[config.mk]
export PLATFORM = sky130hd
export DESIGN_NAME = g2f_div
export DESIGN_NICKNAME = d
export VERILOG_FILES = /design/src/g2f_pkg.sv /design/src/g2f_div.sv
export SDC_FILE = /design/constraint.sdc
export NUM_CORES = 2
export LEC_CHECK = 0
export BUFFER_PORTS_ARGS = -buffer_cell sky130_fd_sc_hd__buf_2
export CAP_MARGIN = 0
export CORE_MARGIN = 5
export CORE_UTILIZATION = 50
export DETAILED_ROUTE_END_ITERATION = 8
export MAX_ROUTING_LAYER = met4
export PLACE_DENSITY = 0.72
export RECOVER_POWER = 50
export SLEW_MARGIN = 20
export SYNTH_ARGS = -nofsm -noshare
export SYNTH_HDL_FRONTEND = slang
export SYNTH_SLANG_ARGS = --single-unit
[constraint.sdc]
create_clock -name clk -period 16.6 [get_ports clk]
set_input_delay 0.83 -clock clk [delete_from_list [all_inputs] [get_ports clk]]
set_output_delay 0.83 -clock clk [all_outputs]
set_load 0.1 [all_outputs]
[src/g2f_pkg.sv]
// ----------------------------------------------------------------------------
// g2f_pkg
// Types, widths, stage map and fixed-point helpers for the 2D Gaussian
// fusion pipeline (signed Q16.16 arithmetic).
// ----------------------------------------------------------------------------
package g2f_pkg;

	localparam int QW      = 32;              // Q16.16 word
	localparam int FRAC    = 16;              // fraction bits
	localparam int PRODW   = 2 * QW;          // exact product
	localparam int RNDW    = PRODW - FRAC;    // rounded product
	localparam int DETW    = RNDW + 1;        // determinant
	localparam int MAGW    = DETW - 1;        // divider magnitudes
	localparam int NUMW    = QW + 1;          // negated matrix entry
	localparam int SUMW    = RNDW + 2;        // sum before saturation
	localparam int QBITS   = QW;              // quotient bits
	localparam int DIV_BPS = 4;               // quotient bits per stage
	localparam int DIV_NST = QBITS / DIV_BPS; // iteration stages
	localparam int DIV_LAT = DIV_NST + 2;     // plus setup and sign stages

	// stage map of the top level (register index, 1 = first)
	localparam int ST_DET = 2;                 // input determinants
	localparam int ST_INV = ST_DET + DIV_LAT;  // input inverses
	localparam int ST_L   = ST_INV + 1;        // information sum
	localparam int ST_MV  = ST_L + 1;          // information vectors
	localparam int ST_V   = ST_MV + 1;         // summed vector, det of sum
	localparam int ST_P   = ST_V + DIV_LAT;    // fused covariance
	localparam int ST_OUT = ST_P + 2;          // fused mean, output register

	typedef logic signed [QW-1:0]    q_t;
	typedef logic signed [DETW-1:0]  det_t;
	typedef logic signed [NUMW-1:0]  num_t;
	typedef logic signed [SUMW-1:0]  sum_t;
	typedef logic [3:0][QW-1:0]      mat_t;

	typedef struct packed {
		q_t   val;
		logic sat;
	} sat_t;

	typedef struct packed {
		q_t first_mean_x;
		q_t first_mean_y;
		q_t first_cov_xx;
		q_t first_cov_xy;
		q_t first_cov_yx;
		q_t first_cov_yy;
		q_t second_mean_x;
		q_t second_mean_y;
		q_t second_cov_xx;
		q_t second_cov_xy;
		q_t second_cov_yx;
		q_t second_cov_yy;
	} est_t;

	typedef struct packed {
		q_t   fused_mean_x;
		q_t   fused_mean_y;
		q_t   fused_cov_xx;
		q_t   fused_cov_xy;
		q_t   fused_cov_yx;
		q_t   fused_cov_yy;
		logic bad_result;
	} fused_t;

	// values that ride along the pipeline next to the arithmetic units
	typedef struct packed {
		q_t   m1x;
		q_t   m1y;
		q_t   m2x;
		q_t   m2y;
		mat_t c1;
		mat_t c2;
		mat_t l;
		q_t   vx;
		q_t   vy;
		mat_t p;
		logic sing;
		logic bad;
	} side_t;

	// round a Q32.32 product to Q32.16, ties toward plus infinity
	function automatic logic signed [RNDW-1:0] qrnd(input logic signed [PRODW-1:0] p);
		logic signed [PRODW:0] t;
		t = $signed({p[PRODW-1], p}) + $signed((PRODW+1)'(1 << (FRAC - 1)));
		return t[PRODW-1:FRAC];
	endfunction

	// clamp to the Q16.16 range and flag the clamp
	function automatic sat_t sat32(input sum_t v);
		sat_t r;
		r.sat = 1'b0;
		r.val = v[QW-1:0];
		if (v > $signed(SUMW'({1'b0, {(QW-1){1'b1}}}))) begin
			r.val = {1'b0, {(QW-1){1'b1}}};
			r.sat = 1'b1;
		end else if (v < $signed({{(SUMW-QW+1){1'b1}}, {(QW-1){1'b0}}})) begin
			r.val = {1'b1, {(QW-1){1'b0}}};
			r.sat = 1'b1;
		end
		return r;
	endfunction

endpackage

[src/g2f_div.sv]
// ----------------------------------------------------------------------------
// g2f_div
// Pipelined signed divide of (num * 2^16) by den, truncating toward zero,
// with the quotient clamped to Q16.16. Restoring division, a few bits a stage.
// ----------------------------------------------------------------------------
module g2f_div (
	input  logic                         clk,
	input  logic [g2f_pkg::DIV_LAT-1:0]  en,
	input  g2f_pkg::num_t                num,
	input  g2f_pkg::det_t                den,
	output g2f_pkg::q_t                  res,
	output logic                         sat
);
	import g2f_pkg::*;

	localparam int WW = MAGW + QBITS;

	logic [MAGW-1:0]  rem_q [DIV_NST+1];
	logic [MAGW-1:0]  ad_q  [DIV_NST+1];
	logic [QBITS-1:0] quo_q [DIV_NST+1];
	logic             neg_q [DIV_NST+1];
	logic             ovf_q [DIV_NST+1];

	logic [NUMW-1:0]  an_full;
	logic [DETW-1:0]  ad_full;
	logic [MAGW-1:0]  an, ad;
	logic [MAGW-1:0]  rem_n [1:DIV_NST];
	logic [QBITS-1:0] quo_n [1:DIV_NST];
	logic [QBITS:0]   negq;

	// take magnitudes, detect a quotient of 2^32 or more
	always_comb begin
		an_full = num[NUMW-1] ? NUMW'(-num) : NUMW'(num);
		ad_full = den[DETW-1] ? DETW'(-den) : DETW'(den);
		an      = {an_full[QW-1:0], {FRAC{1'b0}}};
		ad      = ad_full[MAGW-1:0];
	end

	// retire DIV_BPS quotient bits per stage, most significant first
	always_comb begin
		logic [WW-1:0] sh;
		for (int s = 1; s <= DIV_NST; s++) begin
			rem_n[s] = rem_q[s-1];
			quo_n[s] = quo_q[s-1];
			for (int j = 0; j < DIV_BPS; j++) begin
				sh = WW'(ad_q[s-1]) << (QBITS - 1 - ((s - 1) * DIV_BPS + j));
				if ({{QBITS{1'b0}}, rem_n[s]} >= sh) begin
					rem_n[s] = rem_n[s] - sh[MAGW-1:0];
					quo_n[s] = quo_n[s] |
						(QBITS'(1) << (QBITS - 1 - ((s - 1) * DIV_BPS + j)));
				end
			end
		end
	end

	// load the setup stage, then advance the iteration stages
	always_ff @(posedge clk) begin
		if (en[0]) begin
			rem_q[0] <= an;
			ad_q[0]  <= ad;
			quo_q[0] <= '0;
			neg_q[0] <= num[NUMW-1] ^ den[DETW-1];
			ovf_q[0] <= {ad, {QBITS{1'b0}}} <= {{QBITS{1'b0}}, an};
		end
		for (int s = 1; s <= DIV_NST; s++) begin
			if (en[s]) begin
				rem_q[s] <= rem_n[s];
				quo_q[s] <= quo_n[s];
				ad_q[s]  <= ad_q[s-1];
				neg_q[s] <= neg_q[s-1];
				ovf_q[s] <= ovf_q[s-1];
			end
		end
	end

	// apply the sign and clamp
	assign negq = -{1'b0, quo_q[DIV_NST]};

	always_ff @(posedge clk) begin
		if (en[DIV_NST+1]) begin
			if (!neg_q[DIV_NST]) begin
				if (ovf_q[DIV_NST] || quo_q[DIV_NST][QBITS-1]) begin
					res <= {1'b0, {(QW-1){1'b1}}};
					sat <= 1'b1;
				end else begin
					res <= quo_q[DIV_NST];
					sat <= 1'b0;
				end
			end else begin
				if (ovf_q[DIV_NST] || quo_q[DIV_NST] > {1'b1, {(QBITS-1){1'b0}}}) begin
					res <= {1'b1, {(QW-1){1'b0}}};
					sat <= 1'b1;
				end else begin
					res <= negq[QBITS-1:0];
					sat <= 1'b0;
				end
			end
		end
	end

endmodule

==> Word-level counts from Yosys, hierarchy flattened <==
Memory sizes are Yosys's and may differ from the RTL's.
Cells that the tools add are included.
W data, S select, Z words.
{ "op_classes": {"magnitude_cmp": 34, "reduce_logical": 2, "n_bitwise": 1, "muxes": 90, "addsub": 35} }
{ "ops": {"columns": ["operator", "n"], "rows": [
  ["$mux W48", 33],
  ["$sub A48 B48 Y48", 32],
  ["$mux W32", 5],
  ["$le A80 B48 Y1", 1],
  ["$ge A48 B79 Y1", 1],
  ["$ge A48 B78 Y1", 1],
  ["$ge A48 B77 Y1", 1],
  ["$ge A48 B76 Y1", 1],
  ["$ge A48 B75 Y1", 1],
  ["$ge A48 B74 Y1", 1],
  ["$ge A48 B73 Y1", 1],
  ["$ge A48 B72 Y1", 1],
  ["$ge A48 B71 Y1", 1],
  ["$ge A48 B70 Y1", 1],
  ["$ge A48 B69 Y1", 1],
  ["$ge A48 B68 Y1", 1],
  ["$ge A48 B67 Y1", 1],
  ["$ge A48 B66 Y1", 1],
  ["$ge A48 B65 Y1", 1],
  ["$ge A48 B64 Y1", 1],
  ["$neg A32 Y32", 2],
  ["$ge A48 B63 Y1", 1],
  ["$ge A48 B62 Y1", 1],
  ["$ge A48 B61 Y1", 1],
  ["48 further kinds", 70]
]} }
{ "totals": {"memories": 5, "wordCells": 169, "reg_bits": 33, "ram_bits": 1170, "inputBits": 93, "out_inout_bits": 33} }
{ "memory_table": {"columns": ["memory", "words", "word_bits", "rd", "rd_clocked_by_memory_dff", "wr", "line_no", "text"], "rows": [
  ["ad_q", 9, 48, 8, 0, 9, "g2f_div.sv:19", "logic [MAGW-1:0] ad_q [DIV_NST+1];"],
  ["rem_q", 9, 48, 8, 0, 9, "g2f_div.sv:18", "logic [MAGW-1:0] rem_q [DIV_NST+1];"],
  ["quo_q", 9, 32, 9, 0, 9, "g2f_div.sv:20", "logic [QBITS-1:0] quo_q [DIV_NST+1];"],
  ["neg_q", 9, 1, 9, 0, 9, "g2f_div.sv:21", "logic neg_q [DIV_NST+1];"],
  ["ovf_q", 9, 1, 9, 0, 9, "g2f_div.sv:22", "logic ovf_q [DIV_NST+1];"]
]} }

==> Logic depth before layout (Yosys ltp) <==
An unclocked memory read counts as a cell.
{ "depth": {"depth_word": 9, "mapped_depth": 62, "ltp_nobuf": 54} }

==> Least setup slack after synthesis <==
OpenSTA, ideal clock, no wires.
{ "synth_timing": {"path_kind": "reg-to-reg", "from": "mem ad_q[0][1] (netlist bit)", "to": "mem rem_q[0][85] (netlist bit) (data pin)", "path_slack_ps": 4768, "synth_period_minus_slack_ps": 11832, "required_ps": 16340, "path_buffers": 4, "stages_incl_launch_ff": 55, "arrival_ps": 11572, "setup_ps": 260, "cell_sequence": "edfxtp_1 > inv_1 > fa_1 > a21o_1 > a21oi_2 > o21ai_1 > a2111oi_2 > o31ai_1 > a221o_1 > o31a_1 > nand2_2 > buf_4 > mux2_2 > ha_1 > nor2b_1 > o21ai_0 > nand2b_1 > a221o_1 > [19 not listed] > nor4_1 > clkbuf_1 > mux2_2 > ha_1 > a21o_1 > a21o_1 > a21o_1 > a21o_1 > a21o_1 > a21oi_1 > nor2b_1 > nor4_1 > o21ai_0 > a211o_1 > o211ai_1 > inv_2 > buf_1 > mux2_2"} }
{ "synth_lines": {"columns": ["item", "line_no"], "rows": [
  ["from (decl)", "g2f_div.sv:19"],
  ["to (decl)", "g2f_div.sv:18"]
]} }

==> qor.csv <==
metric;value;unit
status;complete, but fails checks;
failed_checks;capacitance limit, slew limit;
drt_pre_antenna_iters;6;
htreeDepth;3;
synth.distinct_cells;109;
hp-class;reg -> reg;
p_leak;41.1;nW
rows;155;
arrival;15.95;ns
post-cts-setup-buffers;0;
grt_overflow_total;0;
finalPower;7.95;mW
avgSynthCellArea;8.92;um^2
grt_pass1_vias;73700;
max_clock_freq;0.0647;GHz
netlist_instances;10000;
antenna_found_initial;10;
worstMarginPinSlew;4.59;ns
maxSlewHeadroom;-206;%
dieArea;187000;um^2
clock_skew;0.0607;ns
maxSlewViolCount;495;
synth_nets;11200;
port_buffers;125;
p_clk_share;28.0;%
seqCellArea;25800;um^2
slowest_stage;a221oi_2;
synth_area_leaders;edfxtp_1 29%, ha_1 15%, mux2_2 5.8%, xnor2_1 5.7%, a21oi_1 5.5%;
internal_power;5.08;mW
cp-end-kind;flop;
synth_edf_count;859;
cts_hold_buf;0;
finalHoldViolations;0;
p_per_area;83.0;nW/um^2
die_width;433;um
synth_common_cells;1046 x ha_1, 987 x a21oi_1, 859 x edfxtp_1;
die_h;433;um
cts_root_buffer;clkbuf_16;
multi_input_area;60300;um^2
initialDrtViolationCount;7377;
period_share;93.0;%
grt_max_degree;83;
synth_flop_cell;edfxtp_1;
reg2reg_setup_slack;1.15;ns
grt_first_pass_wirelength;420000;um
setup-violations-final;0;
synth.most_common_cell;ha_1;
clock_latency;0.77;ns
fill_cells;16100;
num_io_pins;126;
synth-seq-cells;859;
place.gp.congestion;0.996;
syn-cell-area;89300;um^2
via_per_inst;6.23;
antenna_left;0;
drc;0;
initial_utilization;50.2;%
finalCriticalPeriod;15.45;ns
synth_top_area_share;28.9;%
grtUsageTotal;29.2;%
cts_sinks;859;
cts_tree;built;
crit_fanout;31;
slowest_delay;0.97;ns
cp.required;17.10;ns
synthArstFlopShare;0;%
crit_type;reg -> reg;
cp-start-kind;flop;
num_vias;78000;
wl;275000;um
swShare;36.1;%
cap_violations;11;
clkTransAtPathRegs;0.06;ns
yosysWarnings;0;
hpwl;225000;um
areaGrowthSynthToFinish;7.14;%
drt-wirelength-per-cell;22.0;um
synth_area_leader_cell;edfxtp_1;
clk_path_buf_depth;3;
rsz0062_at_grt;false;
p_seq_share;34.3;%
fin_nets;11200;
drive_above_1_share;9.55;%
ys_seq_area_share;28.9;%
switchingPower;2.87;mW
pwr-share-comb;37.7;%
core_area;178000;um^2
cts_made_buffers;96;
setup_tns;0;ns
peakVddDrop;101;uV
-- flip-flops by register name (all words and copies together) (netlist names) --
| name | cells |
|---|---|
| neg_q | 9 |
| quo_q | 144 |
| sat | 1 |
| ovf_q | 9 |
| ad_q | 384 |
| rem_q | 280 |
| res | 32 |
-- cells by family (layout without fill, tap and decap cells) --
| kind of cell | after synthesis | count (layout) | share of synthesized area, % |
|---|---|---|---|
| buffers and inverters | 848 | 989 | 3.75 |
| xor gates and xnor gates | 907 | 907 | 8.89 |
| DFF | 859 | 859 | 28.9 |
| and+or+nand+nor | 2685 | 2685 | 14.5 |
| adders and majority gates | 1066 | 1066 | 15.1 |
| muxes | 517 | 517 | 6.49 |
| AOI/OAI and AO/OA | 3135 | 3135 | 22.4 |
| other | 0 | 7 | 0 |
-- power by group through the flow --
stage	sequential, mW	clock, mW	combinational [mW]
after floorplan	2.70	0	2.26
after CTS	2.71	2.27	2.95
final	2.72	2.23	3.00
after detailed placement	2.75	0	2.92
after global placement	2.75	0	2.87
after global routing	2.73	2.36	3.30
-- layout make-up --
class,instances,share of cell area [%]
well taps,2355,3.08
repair buffers,174,1.02
multi-input cells,8310,63.0
inverters,633,2.49
clock buffers,103,2.56
flip-flops and latches,859,27.0
diodes,7,0.0183
clock inverters,79,0.916
-- final timing paths --
path	from	endpoint	cells after the start
worst max register to register	ad_q[0][49]$_DFFE_PP_	rem_q[0][139]$_DFFE_PP_	47
worst min register to register	quo_q[0][239]$_DFFE_PP_	quo_q[0][271]$_DFFE_PP_	0
worst min-delay path	quo_q[0][239]$_DFFE_PP_	quo_q[0][271]$_DFFE_PP_	0
worst max-delay path	ad_q[0][49]$_DFFE_PP_	rem_q[0][139]$_DFFE_PP_	47
-- critical path: cells and delay by family (launching register included) --
kind / cells / cell delay (ns)
compound gates: 27 / 7.15
fa+ha+maj: 4 / 1.78
buf+inv: 4 / 1.17
flops: 1 / 0.71
mux: 4 / 1.55
simple gates: 8 / 2.75
-- placed cells by master, fill, tap and decap left out, types with 24 or more instances in the layout --
cell type / Yosys / final
ha_1: 1046 / 1046
a21oi_1: 987 / 986
edfxtp_1: 859 / 859
nand2_1: 743 / 742
nor2_1: 698 / 695
o21ai_0: 664 / 662
inv_1: 620 / 619
xnor2_1: 585 / 585
a21o_1: 471 / 471
mux2_2: 460 / 460
xor2_1: 322 / 322
nand3_1: 192 / 192
nor3_1: 178 / 177
nand2b_1: 141 / 141
nand4_1: 137 / 137
o21a_1: 132 / 132
o21bai_1: 127 / 127
buf_2: 61 / 113
nor2b_1: 112 / 112
and3_1: 106 / 106
a31oi_1: 102 / 100
clkbuf_16: 0 / 97
o31ai_1: 79 / 79
nor4_1: 72 / 71
or3_1: 71 / 70
or2_2: 62 / 62
and2_1: 60 / 60
a211oi_1: 57 / 57
o21ai_1: 50 / 51
buf_4: 8 / 48
mux2i_1: 47 / 47
o211ai_1: 44 / 44
a21boi_0: 37 / 37
and4_1: 30 / 30
a31o_2: 30 / 30
o31a_1: 26 / 26
or4_1: 25 / 25
a221o_1: 24 / 24
a211o_1: 24 / 24
-- per-layer routing --
metal  global-route usage, %  wire [um]
met5                       -          0
met4                    10.2      11100
met3                    4.62      23500
met2                    44.6     119000
met1                    39.5     122000
-- per-stage QoR --
stage	utilization [%]	area, um^2	instances	worst slack, ns	hold slack (ns)
after floorplan	-	89300	10000	4.77	0.400
after global placement	51.9	92400	12300	1.72	0.400
after detailed placement	51.9	92400	12300	1.25	0.405
after CTS	53.8	95700	12500	1.18	0.300
after global routing	53.8	95700	12500	0.291	0.406
final	53.8	95700	12500	1.15	0.415
-- repair_timing --
item / CTS / global route
endpoints found under the setup margin: 0 / 20
hold endpoints to repair: 0 / 0
resized for setup: 0 / 1
(Power assumes the default switching activity.)
